[src/sv/offset_sort_segment_split_core_defines.svh]
// assertion macros for the offset sort and segment split block
`ifndef OFFSET_SORT_SEGMENT_SPLIT_CORE_DEFINES_SVH
`define OFFSET_SORT_SEGMENT_SPLIT_CORE_DEFINES_SVH

// implication checked on every clock edge outside reset
`define OSS_ASSERT_IMP(lbl, ante, cons) \
	lbl: assert property (@(posedge clk) disable iff (!arst_n) (ante) |-> (cons)) \
		else $error("assertion failed");

// condition that holds on every clock edge outside reset
`define OSS_ASSERT_ALWAYS(lbl, cond) \
	lbl: assert property (@(posedge clk) disable iff (!arst_n) (cond)) \
		else $error("assertion failed");

`endif

[src/sv/oss_pkg.sv]
// package with types and constants of the offset sort and segment split block
`timescale 1ns / 1ps
`default_nettype none

package oss_pkg;

	localparam int MAX_OFFSETS = 32;
	localparam int CNT_W       = $clog2(MAX_OFFSETS + 1);
	localparam int OFS_W       = 16;

	localparam logic [1:0] OP_ADD        = 2'd0;
	localparam logic [1:0] OP_ADD_FINISH = 2'd1;
	localparam logic [1:0] OP_FINISH     = 2'd2;
	localparam logic [1:0] OP_NONE       = 2'd3;

	typedef struct packed {
		logic [1:0]       opcode;
		logic [OFS_W-1:0] split_offset;
	} in_t;

	typedef struct packed {
		logic [OFS_W-1:0] segment_start;
		logic [OFS_W-1:0] segment_end;
		logic             error_flag;
		logic             last_segment;
	} out_t;

	typedef struct packed {
		logic             valid;
		logic [OFS_W-1:0] value;
	} slot_t;

	typedef struct packed {
		logic             insert;
		logic             shift;
		logic             clear;
		logic [OFS_W-1:0] offset;
	} chain_ctl_t;

endpackage

`default_nettype wire

[src/sv/oss_cell.sv]
// one cell of the sorted insertion chain
`timescale 1ns / 1ps
`default_nettype none

module oss_cell (
	input  wire logic               clk,
	input  wire logic               arst_n,
	input  wire oss_pkg::chain_ctl_t ctl,
	input  wire oss_pkg::slot_t     left,
	input  wire logic               left_gt,
	input  wire oss_pkg::slot_t     right,
	output oss_pkg::slot_t          cur,
	output logic                    gt
);

	logic             valid_q;
	logic [oss_pkg::OFS_W-1:0] value_q;
	oss_pkg::slot_t   nxt;
	logic             load;

	// empty slots count as greater, so the row stays sorted with holes at the end
	assign gt  = !valid_q || (value_q > ctl.offset);
	assign cur = '{valid: valid_q, value: value_q};

	always_comb begin
		nxt  = cur;
		load = 1'b0;
		if (ctl.shift) begin
			nxt  = right;
			load = 1'b1;
		end else if (ctl.insert && gt) begin
			nxt  = left_gt ? left : oss_pkg::slot_t'{valid: 1'b1, value: ctl.offset};
			load = 1'b1;
		end
	end

	always_ff @(posedge clk or negedge arst_n) begin
		if (!arst_n) begin
			valid_q <= 1'b0;
		end else if (ctl.clear) begin
			valid_q <= 1'b0;
		end else if (load) begin
			valid_q <= nxt.valid;
		end
	end

	always_ff @(posedge clk) begin
		if (load) begin
			value_q <= nxt.value;
		end
	end

endmodule

`default_nettype wire

[src/sv/oss_chain.sv]
// row of insertion cells holding the offsets in ascending order
`timescale 1ns / 1ps
`default_nettype none

module oss_chain (
	input  wire logic                clk,
	input  wire logic                arst_n,
	input  wire oss_pkg::chain_ctl_t ctl,
	output oss_pkg::slot_t           head
);

	oss_pkg::slot_t slot [oss_pkg::MAX_OFFSETS];
	logic           gt   [oss_pkg::MAX_OFFSETS];

	for (genvar i = 0; i < oss_pkg::MAX_OFFSETS; i++) begin : g_cell
		oss_pkg::slot_t left_s;
		oss_pkg::slot_t right_s;
		logic           left_gt_s;

		if (i == 0) begin : g_first
			assign left_s    = '0;
			assign left_gt_s = 1'b0;
		end else begin : g_mid
			assign left_s    = slot[i-1];
			assign left_gt_s = gt[i-1];
		end

		if (i == oss_pkg::MAX_OFFSETS - 1) begin : g_last
			assign right_s = '0;
		end else begin : g_inner
			assign right_s = slot[i+1];
		end

		oss_cell u_cell (
			.clk     (clk),
			.arst_n  (arst_n),
			.ctl     (ctl),
			.left    (left_s),
			.left_gt (left_gt_s),
			.right   (right_s),
			.cur     (slot[i]),
			.gt      (gt[i])
		);
	end

	assign head = slot[0];

endmodule

`default_nettype wire

[src/sv/offset_sort_segment_split_core.sv]
// top level of the offset sort and segment split block
//
// usage:
//   cfg_valid/cfg_ready/cfg_data write string_length; cfg_ready is always high,
//   so a beat is never held off. write it only while busy is low.
//   a command beat (cmd.opcode, cmd.split_offset) is taken on start while busy
//   is low. add commands keep busy low, so offsets can stream in one per
//   cycle; each one is sorted into a row of cells as it lands.
//   a finish command raises busy for the check state, then the emit state,
//   which gives n+1 segment beats (n kept offsets) by shifting the cell row
//   out one slot a cycle; an error result ends busy after the check state.
//   each result beat sits on result for exactly one cycle with result_strobe
//   high, the cycle after the check or emit cycle that made it; the receiver
//   cannot stall, every beat is gone at the end of its cycle.
//   reset empties the list, clears the overflow flag and sets string_length
//   to zero. more than MAX_OFFSETS offsets set the overflow flag and the finish
//   then gives a single error beat.
`timescale 1ns / 1ps
`default_nettype none
`include "offset_sort_segment_split_core_defines.svh"

module offset_sort_segment_split_core (
	input  wire logic                      clk,
	input  wire logic                      arst_n,
	// command channel
	input  wire logic                      start,
	input  wire oss_pkg::in_t              cmd,
	output logic                           busy,
	// result channel
	output logic                           result_strobe,
	output oss_pkg::out_t                  result,
	// configuration channel
	input  wire logic                      cfg_valid,
	output logic                           cfg_ready,
	input  wire logic [oss_pkg::OFS_W-1:0] cfg_data
);

	typedef enum logic [1:0] {
		ST_IDLE,
		ST_CHECK,
		ST_EMIT
	} state_t;

	state_t                       state_q;
	logic [oss_pkg::CNT_W-1:0]    count_q;
	logic [oss_pkg::CNT_W-1:0]    remain_q;
	logic                         ovf_q;
	logic [oss_pkg::OFS_W-1:0]    max_q;
	logic [oss_pkg::OFS_W-1:0]    prev_q;
	logic [oss_pkg::OFS_W-1:0]    length_q;
	logic                         strobe_q;
	oss_pkg::out_t                result_q;

	oss_pkg::chain_ctl_t          ctl;
	oss_pkg::slot_t               head;

	logic                         accept;
	logic                         is_add;
	logic                         is_finish;
	logic                         full;
	logic                         do_insert;
	logic                         bad;

	assign cfg_ready     = 1'b1;
	assign busy          = (state_q != ST_IDLE);
	assign result_strobe = strobe_q;
	assign result        = result_q;

	// command decode; the unused opcode does nothing
	assign accept    = start && !busy;
	assign is_add    = (cmd.opcode == oss_pkg::OP_ADD) || (cmd.opcode == oss_pkg::OP_ADD_FINISH);
	assign is_finish = (cmd.opcode == oss_pkg::OP_ADD_FINISH) ||
	                   (cmd.opcode == oss_pkg::OP_FINISH);
	assign full      = (count_q == oss_pkg::CNT_W'(oss_pkg::MAX_OFFSETS));
	assign do_insert = accept && is_add && !full;

	// the largest kept offset decides the range check against the length
	assign bad = ovf_q || ((count_q != '0) && (max_q >= length_q));

	always_comb begin
		ctl        = '0;
		ctl.offset = cmd.split_offset;
		ctl.insert = do_insert;
		ctl.shift  = (state_q == ST_EMIT) && (remain_q != '0);
		ctl.clear  = (state_q == ST_CHECK) && bad;
	end

	oss_chain u_chain (
		.clk    (clk),
		.arst_n (arst_n),
		.ctl    (ctl),
		.head   (head)
	);

	always_ff @(posedge clk or negedge arst_n) begin
		if (!arst_n) begin
			length_q <= '0;
		end else if (cfg_valid && cfg_ready) begin
			length_q <= cfg_data;
		end
	end

	// sequencer: collect, check, then emit one segment a cycle
	always_ff @(posedge clk or negedge arst_n) begin
		if (!arst_n) begin
			state_q  <= ST_IDLE;
			count_q  <= '0;
			remain_q <= '0;
			ovf_q    <= 1'b0;
			max_q    <= '0;
			prev_q   <= '0;
			strobe_q <= 1'b0;
			result_q <= '0;
		end else begin
			strobe_q <= 1'b0;
			unique case (state_q)
				ST_IDLE: begin
					if (do_insert) begin
						count_q <= count_q + 1'b1;
						if ((count_q == '0) || (cmd.split_offset > max_q)) begin
							max_q <= cmd.split_offset;
						end
					end
					if (accept && is_add && full) begin
						ovf_q <= 1'b1;
					end
					if (accept && is_finish) begin
						state_q <= ST_CHECK;
					end
				end
				ST_CHECK: begin
					prev_q   <= '0;
					remain_q <= count_q;
					if (bad) begin
						// single error beat, list dropped
						strobe_q <= 1'b1;
						result_q <= '{segment_start: '0, segment_end: '0,
						              error_flag: 1'b1, last_segment: 1'b1};
						count_q  <= '0;
						ovf_q    <= 1'b0;
						max_q    <= '0;
						state_q  <= ST_IDLE;
					end else begin
						state_q <= ST_EMIT;
					end
				end
				ST_EMIT: begin
					strobe_q <= 1'b1;
					if (remain_q != '0) begin
						result_q <= '{segment_start: prev_q, segment_end: head.value,
						              error_flag: 1'b0, last_segment: 1'b0};
						prev_q   <= head.value;
						remain_q <= remain_q - 1'b1;
					end else begin
						// closing segment runs to the end of the string
						result_q <= '{segment_start: prev_q, segment_end: length_q,
						              error_flag: 1'b0, last_segment: 1'b1};
						count_q  <= '0;
						ovf_q    <= 1'b0;
						max_q    <= '0;
						state_q  <= ST_IDLE;
					end
				end
				default: begin
					state_q <= ST_IDLE;
				end
			endcase
		end
	end

	// checks
	`OSS_ASSERT_ALWAYS(a_count_bound, count_q <= oss_pkg::CNT_W'(oss_pkg::MAX_OFFSETS))
	`OSS_ASSERT_IMP(a_err_is_last, result_strobe && result.error_flag, result.last_segment)
	`OSS_ASSERT_IMP(a_last_empties, result_strobe && result.last_segment,
		(count_q == '0) && !ovf_q && !busy)
	`OSS_ASSERT_IMP(a_head_matches_count, state_q == ST_IDLE, head.valid == (count_q != '0))
	`OSS_ASSERT_IMP(a_emit_has_head, (state_q == ST_EMIT) && (remain_q != '0), head.valid)

endmodule

`default_nettype wire

[config.mk]
export PLATFORM = sky130hd
export DESIGN_NAME = offset_sort_segment_split_core
export DESIGN_NICKNAME = d
export VERILOG_FILES = /design/src/sv/oss_pkg.sv /design/src/sv/oss_cell.sv /design/src/sv/oss_chain.sv /design/src/sv/offset_sort_segment_split_core.sv
export VERILOG_INCLUDE_DIRS = /design/src /design/src/sv
export SDC_FILE = /design/constraint.sdc
export NUM_CORES = 2
export LEC_CHECK = 0
export BUFFER_PORTS_ARGS = -buffer_cell sky130_fd_sc_hd__buf_2
export CAP_MARGIN = 20
export CORE_UTILIZATION = 60
export CTS_BUF_LIST = sky130_fd_sc_hd__clkbuf_4
export DETAILED_ROUTE_END_ITERATION = 10
export MAX_ROUTING_LAYER = met4
export PLACE_DENSITY = 0.78
export SKIP_LAST_GASP = 1
export SLEW_MARGIN = 20
export SYNTH_ARGS = -nofsm -noshare
export SYNTH_HDL_FRONTEND = slang
export SYNTH_SLANG_ARGS = --single-unit
[constraint.sdc]
create_clock -name clk -period 3.75 [get_ports clk]
set_clock_uncertainty 0.05 [all_clocks]
set_input_delay 0.375 -clock clk [delete_from_list [all_inputs] [get_ports clk]]
set_output_delay 0.375 -clock clk [all_outputs]
set_load 0.005 [all_outputs]
==> results.ini <==
[detailed_routing]
wl_um=184000
drtIter0Drc=6845
avgViaCountPerCell=7.15
vias=49000
firstDrtPassIters=8
routedWlPerCell_um=26.9
final_antenna_net_count=0
drc=0

[critical_path]
cp_num_buf_inv=2
cp.arrival_ps=4330
crit_type=register to register
crit_path_max_incr_delay_ps=740
worst_ep_required_time_ps=4580
cp_slowest_cell=a21bo_4
cp-end-kind=register
cp_max_fo=77
critPathLaunchType=register
crit_family=compound AO/OA/AOI/OAI gates
path_cells=inv_1, ha_1, nor3b_2, a21bo_4, buf_12, nand3_1, o221a_2

[die]
start_util=0.608
die_x_um=291
design.core.area_mm2=0.0822
io_pins=75
dieArea_mm2=0.0845
die_h_um=291
row_count=105

[job]
drv_cap=0

[layout]
multiInputGateArea_mm2=0.0291
syn2layout_area_growth_pct=10.7
fillCellCount=6488
final_cells=6848
drive_above_1_share=0.151
ff_latch_area_mm2=0.0186
nNetsFinal=6218

[power_and_ir_drop]
ir_drop_v=0.000426
power_leakage_nw=22.7
p_per_area_mw_per_mm2=866

[clocking]
htree_levels=4
cts_root_buffer=clkbuf_4
worstSkewPairLatency_ps=1200
clkTransAtPathRegs_ps=70
cts_sinks=642
cts_buffer_depth=3
post_cts_buffers=0
cts_tree=yes
cts_buffers=181

[sta]
slew_headroom=0.190
period_needed_ps=3500
max_freq_ghz=0.286
worst_pin_slew_ps=1210
setup_tns_ps=0
slew_violations=0
period_share=0.933
setup_viol=0
hold_viol_final=0
rsz0062_at_grt=no

[synth]
synth.distinct_cells=81
yosys_warnings=0
synth-edff-count=512
ys_seq_elements=642
synth_flop_cell=edfxtp_1
seq_area_frac_synth=0.372
netlist_instances=5501
syn_area_mm2=0.0500
async_flop_share=0.202
syn_nets=6092
avgSynthCellArea_um2=9.09

[place]
io_buffers=73
dp_cells=6426
post-dp-hpwl_um=122000
globalplace.congestion=0.985

[outcome]
status=completed

[hold_path]
min_path_type=input port to register

[global_route]
grt_max_degree=155
grt_pass1_vias=45800
gr-total-overflow=0
antenna_found_initial=10
grt_use_total=0.439
grt_first_pass_wirelength_um=277000

metal layers:
layer / vias to the layer above / wire [um] / track usage
met2: 3700 / 77900 / 0.618
met5: - / 0 / -
li1: 21400 / - / -
met4: 0 / 13900 / 0.306
met1: 23100 / 67500 / 0.551
met3: 874 / 25000 / 0.113
through the flow:
stage	power, mW	setup slack (ps)	utilization	hold WS (ps)	area, um^2
3_5_place_dp	39.8	78.0	0.633	416	52100
3_3_place_gp	38.8	112	0.633	409	52100
4_1_cts	46.7	343	0.672	117	55300
5_1_grt	50.7	60.7	0.673	196	55400
2_1_floorplan	32.7	25.1	-	29.4	50100
6_report	47.9	250	0.673	132	55400
cell usage in the layout, fill, tap and decap left out, types with 85 or more instances in the layout:
cell / netlist / layout
a211oi_1: 186 / 186
a21o_1: 167 / 166
a21oi_1: 523 / 522
a311oi_1: 113 / 111
buf_4: 25 / 194
clkbuf_4: 0 / 277
dfrtp_1: 130 / 129
dlygate4sd3_1: 0 / 85
edfxtp_1: 512 / 512
ha_1: 553 / 553
inv_1: 129 / 129
nand2_1: 326 / 326
nand4_1: 105 / 105
nor2_1: 928 / 919
nor3_1: 100 / 100
o21ai_0: 255 / 249
o221a_2: 166 / 166
what timing repair did:
action                                  CTS  global route
endpoints found under the hold margin   209             0
gates resized for setup                   0             0
endpoints found under the setup margin    0             0
hold buffers                             86             0
cell usage after synthesis (130+ instances only):
master,count,area share
nor2_1,928,0.070
ha_1,553,0.14
a21oi_1,523,0.052
edfxtp_1,512,0.31
nand2_1,326,0.024
o21ai_0,255,0.026
clkbuf_1,250,0.019
a211oi_1,186,0.028
a21o_1,167,0.025
o221a_2,166,0.037
buf_2,141,0.014
dfrtp_1,130,0.065
flip-flops by register name, indices dropped and copies added, names as in the netlist:
register,cells
count_q,6
length_q,16
max_q,16
ovf_q,1
prev_q,16
remain_q,6
result,34
result_strobe,1
state_q,2
u_chain.g_cell.u_cell.valid_q,32
u_chain.g_cell.u_cell.value_q,512
path summary, 6_finish.rpt:
check | slack (ps) | start | end | cells past startpoint
worst min-delay path | 130 | cmd[16] | ovf_q | 6
min in group asynchronous | 290 | arst_n | result[3] | 4
worst max register to register | 250 | remain_q[0] | u_chain.g_cell[28].u_cell.value_q[0] | 7
worst max-delay path | 250 | remain_q[0] | u_chain.g_cell[28].u_cell.value_q[0] | 7
worst min register to register | 430 | result[0] | result[0] | 2
max in group asynchronous | 2890 | arst_n | u_chain.g_cell[17].u_cell.valid_q | 4
layout make-up:
cell class | instances | share of cell area
multi-input cells | 4267 | 0.525
inverters | 148 | 0.0104
clock buffers | 277 | 0.0376
repair buffers | 387 | 0.0613
flip-flops and latches | 642 | 0.336
diodes | 12 | 0.000542
clock inverters | 45 | 0.00490
well taps | 1070 | 0.0242
cell families (layout without fill, tap and decap cells):
kind of cell               after synthesis  in the layout  synth area share
AOI/OAI and AO/OA                     1851           1851             0.261
and+or+nand+nor                       1766           1766             0.157
DFF                                    642            642             0.372
buffers and inverters                  592            857            0.0513
adders and majority gates              553            553             0.138
muxes                                   93             93            0.0190
xor gates and xnor gates                 3              3          0.000525
other                                    1             13         0.0000750
report_power, final:
part	switching, mW	total (mW)	internal [mW]
sequential	4.29	16.9	12.6
clock	3.43	6.92	3.49
combinational	14.1	24.1	10.0
worst reg2reg max path: stages, from the launching register on:
cell and delay, ps:
dfrtp_1 420, inv_1 80, ha_1 180, nor3b_2 280, a21bo_4 740, buf_12 390, nand3_1 610, o221a_2 490
Power figures use the tool's default switching activity.
